`src/hdl/rv32dia_pkg.sv`:
```
// Package for the RV32I subset decode/ALU block: opcodes, ALU and branch codes,
// and the input and result transaction structs.
// No dependencies.
`default_nettype none

package rv32dia_pkg;

  localparam logic [6:0] OP_R      = 7'b0110011;
  localparam logic [6:0] OP_I      = 7'b0010011;
  localparam logic [6:0] OP_LOAD   = 7'b0000011;
  localparam logic [6:0] OP_JALR   = 7'b1100111;
  localparam logic [6:0] OP_STORE  = 7'b0100011;
  localparam logic [6:0] OP_BRANCH = 7'b1100011;
  localparam logic [6:0] OP_JAL    = 7'b1101111;

  localparam logic [6:0] F7_ADD = 7'b0000000;
  localparam logic [6:0] F7_SUB = 7'b0100000;

  localparam logic [2:0] F3_ADD  = 3'd0;
  localparam logic [2:0] F3_SLL  = 3'd1;
  localparam logic [2:0] F3_SLT  = 3'd2;
  localparam logic [2:0] F3_SLTU = 3'd3;
  localparam logic [2:0] F3_XOR  = 3'd4;
  localparam logic [2:0] F3_SRL  = 3'd5;
  localparam logic [2:0] F3_OR   = 3'd6;
  localparam logic [2:0] F3_AND  = 3'd7;

  localparam logic [2:0] F3_BEQ = 3'd0;
  localparam logic [2:0] F3_BNE = 3'd1;
  localparam logic [2:0] F3_BLT = 3'd4;
  localparam logic [2:0] F3_BGE = 3'd5;

  localparam logic [2:0] FN_AND = 3'd0;
  localparam logic [2:0] FN_OR  = 3'd1;
  localparam logic [2:0] FN_ADD = 3'd2;
  localparam logic [2:0] FN_SLL = 3'd3;
  localparam logic [2:0] FN_SRL = 3'd4;
  localparam logic [2:0] FN_XOR = 3'd5;
  localparam logic [2:0] FN_SUB = 3'd6;
  localparam logic [2:0] FN_SLT = 3'd7;

  localparam logic [2:0] BK_NONE = 3'd0;
  localparam logic [2:0] BK_BEQ  = 3'd1;
  localparam logic [2:0] BK_BNE  = 3'd2;
  localparam logic [2:0] BK_BLT  = 3'd3;
  localparam logic [2:0] BK_BGE  = 3'd4;

  typedef struct packed {
    logic        [31:0] instruction;
    logic signed [31:0] rs1_value;
    logic signed [31:0] rs2_value;
  } in_t;

  typedef struct packed {
    logic signed [31:0] alu_result;
    logic               equal_flag;
    logic signed [31:0] immediate;
    logic               writes_rd;
    logic               mem_read;
    logic               mem_write;
    logic               mem_to_reg;
    logic               alu_src;
    logic               jump;
    logic        [2:0]  branch_kind;
    logic        [2:0]  alu_function;
    logic               unsupported;
  } out_t;

endpackage

`default_nettype wire

```
`src/hdl/rv32_decode_immediate_alu.sv`:
```
// RV32I subset decode, immediate generation and ALU, registered in and out.
// Depends on rv32dia_pkg.
//
//   channel | ports                          | transfer
//   input   | start, busy, in_item           | start && !busy at rising clk
//   result  | out_valid, out_item            | out_valid high for one cycle
//
// One transaction per cycle; busy is always low.
// Pipeline: input register, then decode + ALU into the result register.
// Synchronous active-low reset clears the valid bits only.
// The receiver cannot stall, so no backpressure path exists.
`default_nettype none

module rv32_decode_immediate_alu (
  input  wire                    clk,
  input  wire                    rst_n,
  input  wire                    start,
  output logic                   busy,
  input  wire rv32dia_pkg::in_t  in_item,
  output logic                   out_valid,
  output rv32dia_pkg::out_t      out_item
);

  logic              in_valid_r;
  rv32dia_pkg::in_t  in_r;
  logic              out_valid_r;
  rv32dia_pkg::out_t out_r;
  rv32dia_pkg::out_t out_nxt;

  logic [31:0] w;
  logic [6:0]  op;
  logic [2:0]  f3;
  logic [6:0]  f7;
  logic [31:0] imm;
  logic [31:0] op_a;
  logic [31:0] op_b;
  logic [31:0] alu;
  logic        rw, mr, mw, m2r, src, jmp, bad;
  logic [2:0]  bk;
  logic [2:0]  fn;

  assign busy      = 1'b0;
  assign out_valid = out_valid_r;
  assign out_item  = out_r;

  always_ff @(posedge clk) begin
    if (!rst_n) begin
      in_valid_r  <= 1'b0;
      out_valid_r <= 1'b0;
    end else begin
      in_valid_r  <= start && !busy;
      out_valid_r <= in_valid_r;
    end
  end

  always_ff @(posedge clk) begin
    if (start && !busy) begin
      in_r <= in_item;
    end
    if (in_valid_r) begin
      out_r <= out_nxt;
    end
  end

  assign w  = in_r.instruction;
  assign op = w[6:0];
  assign f3 = w[14:12];
  assign f7 = w[31:25];

  always_comb begin
    rw  = 1'b0;
    mr  = 1'b0;
    mw  = 1'b0;
    m2r = 1'b0;
    src = 1'b0;
    jmp = 1'b0;
    bad = 1'b0;
    bk  = rv32dia_pkg::BK_NONE;
    fn  = rv32dia_pkg::FN_ADD;
    imm = 32'd0;
    unique case (op)
      rv32dia_pkg::OP_R, rv32dia_pkg::OP_I: begin
        rw  = 1'b1;
        src = (op == rv32dia_pkg::OP_I);
        if (op == rv32dia_pkg::OP_I) begin
          imm = {{20{w[31]}}, w[31:20]};
        end
        unique case (f3)
          rv32dia_pkg::F3_ADD: begin
            if (op == rv32dia_pkg::OP_R) begin
              if (f7 == rv32dia_pkg::F7_SUB) begin
                fn = rv32dia_pkg::FN_SUB;
              end else if (f7 != rv32dia_pkg::F7_ADD) begin
                bad = 1'b1;
              end
            end
          end
          rv32dia_pkg::F3_SLL:  fn  = rv32dia_pkg::FN_SLL;
          rv32dia_pkg::F3_SLT:  fn  = rv32dia_pkg::FN_SLT;
          rv32dia_pkg::F3_SLTU: bad = 1'b1;
          rv32dia_pkg::F3_XOR:  fn  = rv32dia_pkg::FN_XOR;
          rv32dia_pkg::F3_SRL:  fn  = rv32dia_pkg::FN_SRL;
          rv32dia_pkg::F3_OR:   fn  = rv32dia_pkg::FN_OR;
          rv32dia_pkg::F3_AND:  fn  = rv32dia_pkg::FN_AND;
        endcase
      end
      rv32dia_pkg::OP_LOAD: begin
        rw  = 1'b1;
        src = 1'b1;
        mr  = 1'b1;
        m2r = 1'b1;
        imm = {{20{w[31]}}, w[31:20]};
      end
      rv32dia_pkg::OP_JALR: begin
        rw  = 1'b1;
        src = 1'b1;
        jmp = 1'b1;
        imm = {{20{w[31]}}, w[31:20]};
      end
      rv32dia_pkg::OP_STORE: begin
        src = 1'b1;
        mw  = 1'b1;
        imm = {{20{w[31]}}, w[31:25], w[11:7]};
      end
      rv32dia_pkg::OP_BRANCH: begin
        imm = {{19{w[31]}}, w[31], w[7], w[30:25], w[11:8], 1'b0};
        unique case (f3)
          rv32dia_pkg::F3_BEQ: begin
            bk = rv32dia_pkg::BK_BEQ;
            fn = rv32dia_pkg::FN_SUB;
          end
          rv32dia_pkg::F3_BNE: begin
            bk = rv32dia_pkg::BK_BNE;
            fn = rv32dia_pkg::FN_SUB;
          end
          rv32dia_pkg::F3_BLT: begin
            bk = rv32dia_pkg::BK_BLT;
            fn = rv32dia_pkg::FN_SLT;
          end
          rv32dia_pkg::F3_BGE: begin
            bk = rv32dia_pkg::BK_BGE;
            fn = rv32dia_pkg::FN_SLT;
          end
          default: bad = 1'b1;
        endcase
      end
      rv32dia_pkg::OP_JAL: begin
        rw  = 1'b1;
        jmp = 1'b1;
        imm = {{11{w[31]}}, w[31], w[19:12], w[20], w[30:21], 1'b0};
      end
      default: bad = 1'b1;
    endcase
  end

  assign op_a = in_r.rs1_value;
  assign op_b = src ? imm : in_r.rs2_value;

  always_comb begin
    unique case (fn)
      rv32dia_pkg::FN_AND: alu = op_a & op_b;
      rv32dia_pkg::FN_OR:  alu = op_a | op_b;
      rv32dia_pkg::FN_ADD: alu = op_a + op_b;
      rv32dia_pkg::FN_SLL: alu = op_a << op_b[4:0];
      rv32dia_pkg::FN_SRL: alu = op_a >> op_b[4:0];
      rv32dia_pkg::FN_XOR: alu = op_a ^ op_b;
      rv32dia_pkg::FN_SUB: alu = op_a - op_b;
      rv32dia_pkg::FN_SLT: alu = {31'd0, ($signed(op_a) < $signed(op_b))};
    endcase
  end

  always_comb begin
    out_nxt.alu_result   = alu;
    out_nxt.equal_flag   = (op_a == op_b);
    out_nxt.immediate    = imm;
    out_nxt.writes_rd    = rw;
    out_nxt.mem_read     = mr;
    out_nxt.mem_write    = mw;
    out_nxt.mem_to_reg   = m2r;
    out_nxt.alu_src      = src;
    out_nxt.jump         = jmp;
    out_nxt.branch_kind  = bk;
    out_nxt.alu_function = fn;
    out_nxt.unsupported  = bad;
  end

`ifndef SYNTH
  a_strobe_follows_accept: assert property (@(posedge clk) disable iff (!rst_n)
    (start && !busy) |=> ##1 out_valid)
    else $error("result strobe missing two cycles after accept");

  a_jump_writes_reg: assert property (@(posedge clk) disable iff (!rst_n)
    (out_valid && out_item.jump) |-> (out_item.writes_rd && !out_item.mem_write))
    else $error("jump without register write");

  a_branch_no_write: assert property (@(posedge clk) disable iff (!rst_n)
    (out_valid && out_item.branch_kind != rv32dia_pkg::BK_NONE) |->
      (!out_item.writes_rd && !out_item.unsupported && !out_item.alu_src))
    else $error("branch with write, source or unsupported flag");

  a_load_controls: assert property (@(posedge clk) disable iff (!rst_n)
    (out_valid && out_item.mem_read) |-> (out_item.alu_src && out_item.mem_to_reg
      && out_item.alu_function == rv32dia_pkg::FN_ADD))
    else $error("load control mismatch");

  a_unsupported_adds: assert property (@(posedge clk) disable iff (!rst_n)
    (out_valid && out_item.unsupported) |->
      (out_item.alu_function == rv32dia_pkg::FN_ADD))
    else $error("unsupported encoding must select add");
`endif

endmodule

`default_nettype wire

```
`config.mk`:
```
export PLATFORM = sky130hd
export DESIGN_NAME = rv32_decode_immediate_alu
export DESIGN_NICKNAME = d
export VERILOG_FILES = /design/src/hdl/rv32dia_pkg.sv /design/src/hdl/rv32_decode_immediate_alu.sv
export SDC_FILE = /design/constraint.sdc
export NUM_CORES = 1
export LEC_CHECK = 0
export BUFFER_PORTS_ARGS = -buffer_cell sky130_fd_sc_hd__clkbuf_2
export CORE_AREA = 2 2 168 170
export DETAILED_ROUTE_END_ITERATION = 6
export DIE_AREA = 0 0 170 172
export PLACE_DENSITY = 0.77
export SLEW_MARGIN = 5
export SYNTH_ARGS = -nofsm -noshare
export SYNTH_HDL_FRONTEND = slang
export SYNTH_SLANG_ARGS = --single-unit
```
`constraint.sdc`:
```
create_clock -name clk -period 8.25 [get_ports clk]
set_input_delay 2.475 -clock clk [delete_from_list [all_inputs] [get_ports clk]]
set_output_delay 2.475 -clock clk [all_outputs]
set_load 0.02 [all_outputs]
```
==> results of run 1 <==
power by group:
group          leakage, uW  internal (uW)  switching, uW
clock network     0.000295            435            388
logic              0.00485            416            766
registers          0.00154           1010           67.5
total              0.00669           1860           1220
logic make-up (layout without fill, tap and decap cells):
logic type	count (synthesis)	in the layout
buf+inv	221	336
mux	99	99
compound gates	532	532
xor+xnor	24	24
fa+ha+maj	99	99
simple gates	466	466
flops	164	164
other cells	1	1
cells in the final DEF, fill, tap and decap left out, types with 11 or more instances in the layout:
master	synthesis	final
clkbuf_2	0	176
a21oi_1	167	167
edfxtp_1	162	162
nor2_1	136	136
nand2_1	119	119
ha_1	97	97
inv_1	95	95
mux2i_1	77	76
nor3_1	74	74
o21ai_0	74	74
a21o_1	47	47
nand3_1	35	35
buf_4	21	25
xnor2_1	21	21
a211oi_1	20	19
o21bai_1	18	18
clkbuf_16	0	17
o211ai_1	16	16
and2_1	15	15
a31oi_1	15	15
o32a_1	15	15
mux2_2	14	14
or3_1	13	13
o22ai_1	12	12
o21a_1	12	12
a221oi_1	12	12
a311oi_1	11	11
worst register-to-register path, stage by stage (launching register included):
cell and delay, ns:
edfxtp_1 0.56, nand4b_1 0.30, or4_1 0.14, and3_1 0.75, clkinv_8 0.31, nor2_4 0.69
clkinv_2 0.10, buf_4 0.29, ha_1 0.34, fa_1 0.43, a211oi_1 0.39, o21ai_0 0.30
nand3_1 0.23, a311oi_1 0.17, o21ai_0 0.44, a2111o_1 0.28, nand2_1 0.06, a21o_1 0.18
xnor2_1 0.13, o22ai_1 0.09
registers in the layout, summed over array words and instances (netlist names):
signal	flops
w	32
op_a	32
in_r	32
out_item	66
in_valid_r	1
out_valid	1
per-layer routing:
layer	GRT usage [%]	share of wire, %	vias to the layer above	wire (um)
li1	-	-	6191	-
met2	55.62	42	1136	23550
met3	10.03	13	180	7205
met1	53.50	40	6677	22690
met5	0	0	-	0
met4	18.99	5.4	0	3025
metrics by stage:
stage               hold WS (ns)  instance area, um^2
finish                    0.5191                15810
global route              0.5462                15810
global placement          0.4969                15200
detailed placement        0.5078                15200
CTS                       0.5204                15810
floorplan                 0.4951                14250
final cells by class:
cell class	instances	area, um^2	share of cell area [%]
timing repair buffer	201	1069	6.757
tap	346	432.9	2.738
sequential	164	4908	31.04
clock inverter	15	186.4	1.179
multi-input combinational	1221	8386	53.03
clock buffer	17	425.4	2.690
inverter	103	405.4	2.564
worst paths after layout:
| path | cells after the start | slack (ns) | end |
|---|---|---|---|
| worst max-delay path | 19 | 1.81 | out_item[74]$_DFFE_PP_ |
| worst min-delay path | 1 | 0.52 | out_item[28]$_DFFE_PP_ |
| worst max register to register | 19 | 1.81 | out_item[74]$_DFFE_PP_ |
| worst min register to register | 1 | 0.52 | out_item[28]$_DFFE_PP_ |
==> impl_results.rst, run 1 <==
.. list-table::
   :header-rows: 1

   * - Metric
     - Value
   * - Outcome
     - completed
   * - Global-route wire length before repair
     - 82.29 mm
   * - Port Buffers
     - around 180
   * - Area share of the largest cell type after synthesis
     - 34.13%
   * - Final total negative setup slack
     - 0 ns
   * - Proportion of synthesized area in mux cells
     - between 7 and 8%
   * - Power per Cell Area
     - 194.9 nW/um^2
   * - Unrepaired setup endpoints after global routing
     - no
   * - Count of routing violations after the opening detailed-route iteration
     - 2,439
   * - Cell with the largest stage delay on the worst path
     - and3_1
   * - Worst ir drop on vdd
     - about 0.18 mV
   * - Clock tree from TritonCTS
     - done
   * - Share of the cycle needed by the critical path after routing
     - about 80%
   * - Total power
     - slightly above 3000 uW
   * - Clock period minus worst slack
     - 6.445 ns
   * - Worst-path fanout max
     - 37
   * - Area share of and/or/nand/nor cells after synthesis
     - 15.60%
   * - Num rows
     - slightly above 60
   * - Layout filler cell count
     - roughly 2,500
   * - Leakage component of the power
     - 0.006688 uW
   * - Maximum number of pins on one net before global-route repair
     - 68
   * - Number of ports placed on the die boundary
     - 179
   * - Total via count after detailed routing
     - about 14,000
   * - Pre-CTS WS
     - 2.054 ns
   * - Placed cell count
     - 2,035
   * - Max-slew violation count
     - 0
   * - Post-detailed-routing wire length
     - 56.47 mm
   * - WP data arrival
     - about 6.6 ns
   * - Post-route core utilization
     - 57.55%
   * - Total Routing Usage GR
     - 38.51%
   * - Post-route DRC violation count
     - 0
   * - Worst path bufs/invs
     - 3
   * - Height of the chip
     - 172 um
   * - Compound-Gate Fraction of Synth Area
     - 25.03%
   * - Synth top area cells
     - edfxtp_1 (34%), ha_1 (8.5%), a21oi_1 (5.9%)
   * - CP Launch Type
     - flop
   * - Number of instances in the synthesized netlist
     - ~1,600
   * - Buffer depth of the longest clock path
     - 2
   * - WP data required
     - 8.43 ns
   * - Placeable core area
     - around 27,000 um^2
   * - HPWL after detailed placement
     - 41.90 mm
   * - Final hold viol count
     - 0
   * - DR WL/cell
     - roughly 27 um
   * - Post-CTS Hold Buffers
     - 0
   * - CTS root buffer
     - clkbuf_16
   * - Setup slack after layout
     - 1.805 ns
   * - Worst-Skew Late Latency
     - 0.47 ns
   * - Post-Syn Area per Cell
     - 8.876 um^2
   * - Number of global-route vias before repair
     - 12,960
   * - Clock buffers created by TritonCTS
     - 17
   * - Synth Register Bits
     - 164
   * - Number of flops mapped to enable cells by yosys
     - between 150 and 200
   * - Synth Net Count
     - 1,804
   * - Clk sinks
     - around 160
   * - Max Cap Violations
     - 0
   * - Antenna Cells
     - 0
   * - Distinct cell type count of the synthesized netlist
     - 91
   * - Most numerous cell types in the synthesized netlist
     - a21oi_1 (167), edfxtp_1 (162), nor2_1 (136)
   * - Worst rel slew slack
     - 28.45%
   * - Weighted congestion at the end of routability-driven global placement
     - about 1.1
   * - Total Die Area
     - 29,240 um^2
   * - Final cell count without fillers
     - 2,067
   * - Worst-margin pin slew
     - 1.067 ns
   * - Worst-path cell chain
     - nand4b_1 > or4_1 > and3_1 > clkinv_8 > nor2_4 > clkinv_2 > buf_4 > ha_1 > fa_1 > a211oi_1 > o21ai_0 > nand3_1 > a311oi_1 > o21ai_0 > a2111o_1 > nand2_1 > a21o_1 > xnor2_1 > o22ai_1
   * - Initial antenna violation count
     - 0
   * - Crit Path Category
     - reg2reg
   * - DRT antenna net count
     - 0
   * - Highest attainable clock frequency
     - 0.1552 GHz
   * - First-pass detailed-route iteration total
     - 6
   * - Fraction of layout cells with a size suffix above 1
     - 16.73%
   * - Area growth from synthesis to layout
     - 10.93%
   * - Sequential-to-total area share from yosys stat
     - 34.41%
   * - Share of async-settable or async-resettable flops after synthesis
     - 0%
   * - Post-route clock skew
     - 0.01969 ns
   * - Startpoint of the lowest-slack hold path
     - w[15]$_DFFE_PP_
   * - Via density
     - 6.862
   * - Number of H-tree branching levels
     - 4
   * - Top cell type by total area after synthesis
     - edfxtp_1
   * - Number of gates resized after CTS
     - 0
   * - Critical Path Most Common Cell
     - o21ai_0
   * - Floorplan die width
     - ~170 um
   * - Postcts setup bufs
     - 0
   * - Overall overflow remaining after global route
     - 0
   * - Arithmetic-cell share of the synthesized area counting full adders, half adders and majority gates
     - approximately 8.8%
   * - Most frequently used cell type in the post-synthesis netlist
     - a21oi_1
   * - Final #Nets
     - 1,906
   * - Largest stage delay on the critical path
     - between 0.7 and 0.8 ns
   * - Launch point of the critical path
     - w[6]$_DFFE_PP_
   * - Syn. warnings
     - 0
   * - Total standard cell area after synthesis
     - 14,250 um^2
   * - Top flip-flop cell by instance count after synthesis
     - edfxtp_1
   * - Worst R2R Start
     - w[6]$_DFFE_PP_
   * - Synth Area in XOR/XNOR
     - 1.475%
   * - Cell family with the largest share of critical-path delay
     - simple AND/OR/NAND/NOR gates
   * - # setup viols final
     - 0
   * - Combinational family with the most area after synthesis
     - compound AO/OA/AOI/OAI gates
   * - Effective utilization at floorplan
     - between 50% and 60%
   * - Crit end category
     - flop
   * - Clock Pin Slew Worst Setup and Hold Paths
     - 0.08 ns
   * - Worst min-delay path class
     - reg2reg
(Power assumes the default switching activity.)
==> run 2, diff against run 1 <==
==> constraint.sdc (replaced) <==
create_clock -name clk -period 6 [get_ports clk]
set_input_delay 1.8 -clock clk [delete_from_list [all_inputs] [get_ports clk]]
set_output_delay 1.8 -clock clk [all_outputs]
set_load 0.02 [all_outputs]
==> run 2 against run 1 <==
  * The run now ends with design-rule violations left
  * Count of clock-buffer cells in the layout is the same
  * Critical path type unchanged
  * Routed wire length is 7.6% higher
  * Sequential share of layout area down 0.50 points
  * Non-clock buffer count increased by 31
  * Highest routed layer is now met5
  * Fmax up 12%
  * Power increased by 41%
  * Sequential power is 38% higher
  * Clock power up 43%
  * Register-to-register slack lost 1.5 ns
  * Cell count up 1.5%
  * Hold slack better by 0.0067 ns
  * Global-route usage up 2.8 points
==> impl_results.rst, run 2 (synthesis results as in run 1) <==
.. list-table::
   :header-rows: 1

   * - Metric
     - Value
   * - Outcome
     - complete, but fails checks
   * - Violated checks
     - design-rule violations
   * - Weighted congestion at the end of routability-driven global placement
     - 1.083 (+0.66%)
   * - Overall overflow remaining after global route
     - 0 (unchanged)
   * - Area growth from synthesis to layout
     - 12.74%
   * - Number of H-tree branching levels
     - 4 (unchanged)
   * - Placed cell count
     - 2,066 (+1.5%)
   * - Clock period minus worst slack
     - 5.741 ns (-0.7035 ns)
   * - Worst-path fanout max
     - 36 (-2.7%)
   * - Number of ports placed on the die boundary
     - 179 (unchanged)
   * - Clk sinks
     - 164 (unchanged)
   * - HPWL after detailed placement
     - 45.65 mm (+9.0%)
   * - Max Cap Violations
     - 0 (unchanged)
   * - CP Launch Type
     - flop
   * - Worst rel slew slack
     - 10.72% (-18 points)
   * - Total Routing Usage GR
     - 41.29% (+2.8 points)
   * - Clock buffers created by TritonCTS
     - 17 (unchanged)
   * - Power per Cell Area
     - 270.1 nW/um^2 (+39%)
   * - WP data arrival
     - 5.96 ns (-0.67 ns)
   * - Final cell count without fillers
     - 2,099 (+1.5%)
   * - Maximum number of pins on one net before global-route repair
     - 68 (unchanged)
   * - Via density
     - 6.862 (about the same)
   * - Highest attainable clock frequency
     - 0.1742 GHz (+12%)
   * - Clock Pin Slew Worst Setup and Hold Paths
     - 0.08 ns (about the same)
   * - Post-route core utilization
     - 58.49% (+0.94 points)
   * - # setup viols final
     - 0 (unchanged)
   * - Clock tree from TritonCTS
     - done
   * - Final hold viol count
     - 0 (unchanged)
   * - Postcts setup bufs
     - 0 (unchanged)
   * - WP data required
     - 6.22 ns (-2.21 ns)
   * - Num rows
     - 61 (unchanged)
   * - Initial antenna violation count
     - 1 (+1)
   * - Hold Worst Slack
     - 0.5258 ns (+0.006695 ns)
   * - Crit end category
     - flop
   * - Worst-margin pin slew
     - 1.339 ns (+0.2724 ns)
   * - Buffer depth of the longest clock path
     - 2 (unchanged)
   * - Worst min-delay path class
     - reg2reg
   * - Placeable core area
     - 27,480 um^2 (unchanged)
   * - Final total negative setup slack
     - 0 ns (unchanged)
   * - Port Buffers
     - 177 (unchanged)
   * - Effective utilization at floorplan
     - 51.88% (unchanged)
   * - Post-detailed-routing wire length
     - 60.77 mm (+7.6%)
   * - Total Die Area
     - 29,240 um^2 (unchanged)
   * - Commonest non-fill, non-tap cell in the layout
     - clkbuf_2
   * - DRT antenna net count
     - 0 (unchanged)
   * - Worst-Skew Late Latency
     - 0.48 ns (about the same)
   * - Final #Nets
     - 1,937 (+1.6%)
   * - Share of the cycle needed by the critical path after routing
     - 95.69% (+18 points)
   * - First-pass detailed-route iteration total
     - 7 (+1)
   * - Worst ir drop on vdd
     - 0.3525 mV (+92%)
   * - Global-route wire length before repair
     - 87.58 mm (+6.4%)
   * - Leakage component of the power
     - 0.006853 uW (+2.5%)
   * - Post-route clock skew
     - 0.02086 ns (+0.001164 ns)
   * - CTS root buffer
     - clkbuf_16
   * - Count of routing violations after the opening detailed-route iteration
     - 2,577 (+5.7%)
   * - Max-slew violation count
     - 0 (unchanged)
   * - DR WL/cell
     - 28.95 um (+6.0%)
   * - Number of global-route vias before repair
     - 13,530 (+4.3%)
   * - Most frequent cells in the layout
     - clkbuf_2 (176), a21oi_1 (167), edfxtp_1 (162)
   * - Floorplan die width
     - 170 um (unchanged)
   * - Height of the chip
     - 172 um (unchanged)
   * - Total via count after detailed routing
     - 14,400 (+1.5%)
   * - Number of flip-flops under the largest register name
     - 66 (unchanged)
   * - Unrepaired setup endpoints after global routing
     - no
   * - Fraction of layout cells with a size suffix above 1
     - 18.26% (+1.5 points)
   * - Post-route DRC violation count
     - 12 (+12)
   * - Crit Path Category
     - reg2reg
## run 2: cell count changes in the layout (fill, tap and decap cells not counted)
cell        previous run  this run
and2_1                15        14
and2_2                 0         1
buf_4                 25        56
bufinv_16              1         2
clkinvlp_4             1         0
diode_2                0         1
## run 2: final cells by class
| type | instances | area [um^2] |
|---|---|---|
| Fill cell | 2418 | 11400 |
| Multi-Input combinational cell | 1221 | 8387 |
| Sequential cell | 164 | 4908 |
| Timing Repair Buffer | 232 | 1301 |
| Tap cell | 346 | 432.9 |
| Clock buffer | 17 | 425.4 |
| Inverter | 103 | 405.4 |
| Clock inverter | 15 | 209.0 |
| Antenna cell | 1 | 2.502 |
## run 2: worst max-delay path, cell delays in order (launching register included)
cell and delay (ns):
edfxtp_1 0.58, nand4b_1 0.30, or4_1 0.50, and3_1 0.27
clkinv_8 0.16, nor2_4 0.06, clkinv_2 0.07, buf_4 0.40
ha_1 0.27, inv_1 0.07, fa_1 0.43, a21oi_1 0.26
o21bai_1 0.09, buf_4 0.17, a2111o_1 0.49, a311oi_1 0.62
o21ai_0 0.22, o21ai_0 0.16, mux2i_1 0.23, a31oi_1 0.10
## run 2: what timing repair did
action                                  4_1_cts  5_1_grt
endpoints found under the setup margin        0        1
resized for setup                             0        1
hold buffers                                  0        0
## run 2: report_power, final
| part | switching, uW | total (uW) | internal (uW) |
|---|---|---|---|
| clock network | 542 | 1180 | 640 |
| logic | 1080 | 1670 | 592 |
| registers | 100 | 1490 | 1390 |
| total | 1720 | 4340 | 2620 |
## run 2: metrics by stage
stage / cell area [um^2] / power (uW) / setup WS [ns]
floorplan: 14250 / 2550 / 0.9922
global placement: 15430 / 3092 / 0.6344
detailed placement: 15430 / 3093 / 0.5001
CTS: 16070 / 4277 / 0.4492
global route: 16070 / 4487 / 0.02402
finish: 16070 / 4341 / 0.2588
## run 2: worst paths after layout
path / start / endpoint / slack [ns] / cells after the start
max reg2reg: w[6]$_DFFE_PP_ / out_item[76]$_DFFE_PP_ / 0.26 / 19
min reg2reg: w[17]$_DFFE_PP_ / out_item[30]$_DFFE_PP_ / 0.53 / 1
min: w[17]$_DFFE_PP_ / out_item[30]$_DFFE_PP_ / 0.53 / 1
max: w[6]$_DFFE_PP_ / out_item[76]$_DFFE_PP_ / 0.26 / 19
## run 2: metal layers
metal,vias to the layer above,global-route usage (%),wire (um)
li1,6258,-,-
met1,6794,57.10,24860
met2,1131,58.63,24930
met3,218,12.36,7673
met4,2,20.36,3286
met5,-,0,12
